## config.mk

```make
export PLATFORM = sky130hd
export DESIGN_NAME = ffba_div
export DESIGN_NICKNAME = d
export VERILOG_FILES = /design/src/hw/rtl/ffba_pkg.sv /design/src/hw/rtl/ffba_div.sv
export SDC_FILE = /design/constraint.sdc
export NUM_CORES = 2
export LEC_CHECK = 0
export ABC_CLOCK_PERIOD_IN_PS = 7100
export BUFFER_PORTS_ARGS = -buffer_cell sky130_fd_sc_hd__buf_2
export CAP_MARGIN = 20
export CORE_ASPECT_RATIO = 0.9
export CORE_MARGIN = 2
export CORE_UTILIZATION = 55
export DETAILED_ROUTE_END_ITERATION = 16
export GPL_TIMING_DRIVEN = 0
export PLACE_DENSITY = 0.76
export SETUP_SLACK_MARGIN = 0.02
export SYNTH_ARGS = -nofsm -noshare
export SYNTH_HDL_FRONTEND = slang
export SYNTH_SLANG_ARGS = --single-unit
```

## constraint.sdc

```tcl
create_clock -name clock -period 7.1 [get_ports clock]
set_input_delay 1.42 -clock clock [delete_from_list [all_inputs] [get_ports clock]]
set_output_delay 1.42 -clock clock [all_outputs]
set_load 0.05 [all_outputs]
```

## src/hw/rtl/ffba_pkg.sv

```systemverilog
// ----------------------------------------------------------------------------
// ffba_pkg
// Types and constants shared by the first-fit block allocator.
// ----------------------------------------------------------------------------
package ffba_pkg;

   localparam logic CMD_ALLOC = 1'b0;
   localparam logic CMD_FREE  = 1'b1;

   localparam int DVS_W     = 16;
   localparam int PCT_SCALE = 100;

   typedef enum logic [2:0] {
      STATUS_OK,
      STATUS_NO_ROOM,
      STATUS_NULL_OR_FREE,
      STATUS_OUTSIDE,
      STATUS_ZERO_SIZE
   } status_type;

   typedef enum logic [3:0] {
      ST_INIT,
      ST_IDLE,
      ST_ALLOC,
      ST_SCAN,
      ST_WRITE,
      ST_GRANT,
      ST_FREE,
      ST_FDIV,
      ST_FCHK,
      ST_CLEAR,
      ST_PCT,
      ST_PDIV,
      ST_DONE
   } state_type;

   typedef struct packed {
      logic        command;
      logic [31:0] request_bytes;
      logic [31:0] release_address;
   } req_type;

   typedef struct packed {
      status_type  status;
      logic [31:0] granted_address;
      logic [6:0]  free_percent;
   } rsp_type;

   typedef struct packed {
      logic             start;
      logic [31:0]      dividend;
      logic [DVS_W-1:0] divisor;
      logic [31:0]      recip;
   } div_req_type;

   typedef struct packed {
      logic        done;
      logic [31:0] quotient;
   } div_rsp_type;

endpackage

```

## src/hw/rtl/ffba_div.sv

```systemverilog
// ----------------------------------------------------------------------------
// ffba_div
// Divide by a constant: reciprocal multiply, then one compare-and-correct
// step. Operand, product and estimate registers feed quotient and done.
// ----------------------------------------------------------------------------
module ffba_div (
   input  logic                 clock,
   input  logic                 reset,
   input  ffba_pkg::div_req_type div_req,
   output ffba_pkg::div_rsp_type div_rsp
);
   import ffba_pkg::*;

   logic             s1_ff, s1_in;
   logic             s2_ff, s2_in;
   logic             s3_ff, s3_in;
   logic             done_ff, done_in;
   logic [31:0]      num_ff, num_in;
   logic [DVS_W-1:0] dvs_ff, dvs_in;
   logic [31:0]      rcp_ff, rcp_in;
   logic [63:0]      prod_ff, prod_in;
   logic [31:0]      est_ff, est_in;
   logic [31:0]      back_ff, back_in;
   logic [31:0]      quo_ff, quo_in;
   logic [31:0]      rem;

   // estimate is exact or one low; the remainder check fixes it
   always_comb begin
      s1_in   = div_req.start;
      s2_in   = s1_ff;
      s3_in   = s2_ff;
      done_in = s3_ff;
      num_in  = num_ff;
      dvs_in  = dvs_ff;
      rcp_in  = rcp_ff;
      if (div_req.start) begin
         num_in = div_req.dividend;
         dvs_in = div_req.divisor;
         rcp_in = div_req.recip;
      end
      prod_in = {32'd0, num_ff} * {32'd0, rcp_ff};
      est_in  = prod_ff[63:32];
      back_in = prod_ff[63:32] * 32'(dvs_ff);
      rem     = num_ff - back_ff;
      quo_in  = quo_ff;
      if (s3_ff) begin
         quo_in = (rem >= 32'(dvs_ff)) ? est_ff + 32'd1 : est_ff;
      end
   end

   always_ff @(posedge clock) begin
      if (reset) begin
         s1_ff   <= 1'b0;
         s2_ff   <= 1'b0;
         s3_ff   <= 1'b0;
         done_ff <= 1'b0;
      end else begin
         s1_ff   <= s1_in;
         s2_ff   <= s2_in;
         s3_ff   <= s3_in;
         done_ff <= done_in;
      end
      num_ff  <= num_in;
      dvs_ff  <= dvs_in;
      rcp_ff  <= rcp_in;
      prod_ff <= prod_in;
      est_ff  <= est_in;
      back_ff <= back_in;
      quo_ff  <= quo_in;
   end

   assign div_rsp.done     = done_ff;
   assign div_rsp.quotient = quo_ff;

endmodule

```

==> metrics.txt <==
run status=finished, violations left; violated checks=negative setup slack; Total Routing Usage GR=37.6%; FF+latch area=0.00539 sq mm; starting DRC count in detailed routing=4,227; Final Cycle Share=113%; CORE AREA=0.0927 sq mm; number of buffers inserted by port buffering=115; Avg Synthesized Cell Area=9.51 sq um; Synth Net Count=7,060; Routed WL per cell=25.1 um; die height=294 um; number of H-tree branching levels=1; final design area excluding fillers=0.0587 sq mm; clock latency reported for the late side of the worst-skew pair=0.63 ns; CP arrival=8.49 ns; maximum number of buffers from clock root to sink=3; cells along the critical path=buf_8 > buf_12 > and2_4 > fa_1 > inv_1 > fa_1 > fa_1 > fa_1 > inv_1 > fa_1 > fa_1 > fa_1 > fa_1 > ha_4 > a21o_1 > a21o_1 > a21oi_1 > o31ai_4 > a211oi_4 > o21ai_2 > a221oi_4 > o21ai_1 > xor2_1; final critical path time including I/O delays and setup=8.01 ns; share of synthesized registers carrying an async set or reset=0%; die span in x=326 um; final HPWL from detailed placement=141,000 um; largest net degree at the start of global routing=53; count of max-cap constraint violations=0; fin worst setup slack=-0.905 ns; fillers=7,295; Worst setup EP type=register; Max-Slew Margin vs Limit=33.4%; required time at the worst-slack endpoint=7.59 ns; Most Frequent Cell on Critical Path=fa_1; fmax=125 MHz; number of global-route vias before repair=43,100; final number of setup-violating endpoints=32; combined area of all synthesized cells=0.0514 sq mm; starting utilization of the core area=55.4%; antenna violations before repair=18; slew of the pin with the lowest slew margin=0.999 ns; number of synthesized register bits=212; count of final max-slew check failures=0; drt drc=0; multi-input gate area in the final layout=0.0413 sq mm; Post-DRT Antenna Nets=0; clock buffer count from CTS=27; number of synthesis warnings=0; io pins=116; Worst Hold Class=reg -> reg; post-DR vias/cell=5.76; library cell occupying the most area in the post-synthesis netlist=fa_1; top post-synthesis cells by area=fa_1 (47%), ha_1 (9.1%), inv_1 (8.9%); top-count cell post-synth=inv_1; Max Clock Skew=0.0296 ns; slowest stage delay, CP=0.61 ns; maximum fanout encountered on the critical timing path=4; type of the setup path with the least slack=reg -> reg; final hold slack=0.397 ns; share of layout cells above drive strength 1=13.9%; final wirelength=176,000 um; final global-route overflow total=0; top-area cell type share of the netlist area=46.8%; DRT Pass-1 Iters=5; most numerous cell types in the synthesized netlist=inv_1 (1,217), fa_1 (1,200), nand2_1 (789), and2_1 (696), ha_1 (373); Post-synth top flop=edfxtp_1; row cnt=106; clock root cell=clkbuf_16; Critical Path Start Type=register; first-pass GRT wire length=264,000 um; count of flip-flops with a built-in enable after synthesis=112; RSZ-0062 raised after global routing=true; NumNets Final=7,405; number of endpoints with negative hold slack in the final report=0; cell count after synthesis=5,404; proportion of synthesized chip area in sequential cells=10.4%; CTS tree=done; register clock-pin slew on the reported worst setup and hold paths=0.07 ns; cell area after placement=0.0537 sq mm; Layout area overhead=14.2%; critical path's slowest cell=fa_1; Routability Congestion=1.06; total via count after detailed routing=40,500; number of distinct library cell variants in the gate-level netlist after synthesis=72; Die Footprint=0.0959 sq mm; count of clock tree sinks=212
==> per-layer routing <==
| metal | part of all wire, % | up-vias | global-route usage [%] | routed length [um] |
|---|---|---|---|---|
| met5 | 0.048 | - | 0 | 85 |
| met4 | 7.7 | 10 | 21.7 | 13600 |
| met3 | 14 | 728 | 12.5 | 24700 |
| met2 | 42 | 2776 | 55.0 | 73600 |
| met1 | 36 | 20400 | 48.9 | 64000 |
| li1 | - | 16600 | - | - |
==> sequential cells by signal, indices dropped and copies added (netlist names) <==
name,cells
back_ff,32
est_ff,32
num_ff,32
prod_ff,32
quo_ff,32
rcp_ff,32
dvs_ff,16
done_ff,1
done_in,1
s1_ff,1
s2_ff,1
==> kinds of logic after synthesis <==
family	count (synthesis)	share of synthesized area, %
AND/OR/NAND/NOR	1700	16.7
multiplexers	3	0.0633
AO/OA/AOI/OAI	288	3.70
adder cells (fa/ha/maj)	1573	55.8
buffers and inverters	1488	10.9
XOR/XNOR	140	2.39
flip-flops	212	10.4
==> path summary, 6_finish.rpt <==
check,start,to,depth (start not counted),slack [ns]
max,rcp_ff[2],prod_ff[46],23,-0.91
min,prod_ff[55],est_ff[23],0,0.40
max reg2reg,rcp_ff[2],prod_ff[46],23,-0.91
min reg2reg,prod_ff[55],est_ff[23],0,0.40
==> placed cells by master, fill, tap and decap left out, types with 18 or more instances in the layout <==
master and count:
nor3_1 18, fa_2 47, xnor2_1 95, edfxtp_1 112, nand3_1 22, fa_1 1153, buf_4 170, a21oi_2 18
and2_4 29, xor2_1 40, ha_1 356, and3_1 24, o21ai_0 30, and2_1 667, nand4_1 25, clkbuf_1 49
nor2_1 43, clkbuf_4 58, a21o_1 45, buf_2 124, dfxtp_1 86, a21oi_1 75, buf_6 37, clkbuf_16 50
nand2_1 788, inv_1 1201, clkbuf_8 47, clkbuf_2 48
==> cell type report <==
| class | count | area share, % |
|---|---|---|
| clock buffers | 32 | 1.31 |
| inverters | 1217 | 7.79 |
| clock inverters | 18 | 0.328 |
| diodes | 14 | 0.0597 |
| well taps | 1242 | 2.65 |
| flip-flops and latches | 212 | 9.18 |
| plain buffers | 263 | 4.03 |
| repair buffers | 324 | 4.34 |
| multi-input cells | 3704 | 70.3 |
==> per-stage QoR <==
stage                     TNS [ns]  std cells  setup WS [ns]  util [%]
after floorplan            -0.0950       5404        -0.0856         -
after global placement      -49.13       6761          -1.90      57.8
after detailed placement    -53.93       6763          -1.98      57.9
after CTS                   -17.39       6970         -0.826      62.3
after global routing        -23.23       7013          -1.06      63.3
final                       -19.62       7026         -0.905      63.3
==> worst max-delay path, delay by kind of cell, from the launching register on <==
family | cells | cell delay (ns)
and+or+nand+nor | 1 | 0.13
buffers and inverters | 4 | 0.45
xor gates and xnor gates | 1 | 0.16
AOI/OAI and AO/OA | 8 | 2.12
DFF | 1 | 0.55
adders and majority gates | 9 | 4.43
==> repair_timing <==
action,4_1_cts,5_1_grt
cloned,1,1
hold buffers,0,0
pin swaps,91,156
endpoints found under the setup margin,47,40
resized for setup,517,244
buffers inserted,157,53
Power is left out: the tool's default activity adds up to more than one toggle a clock period on the data nets, which glitch-free logic cannot reach.
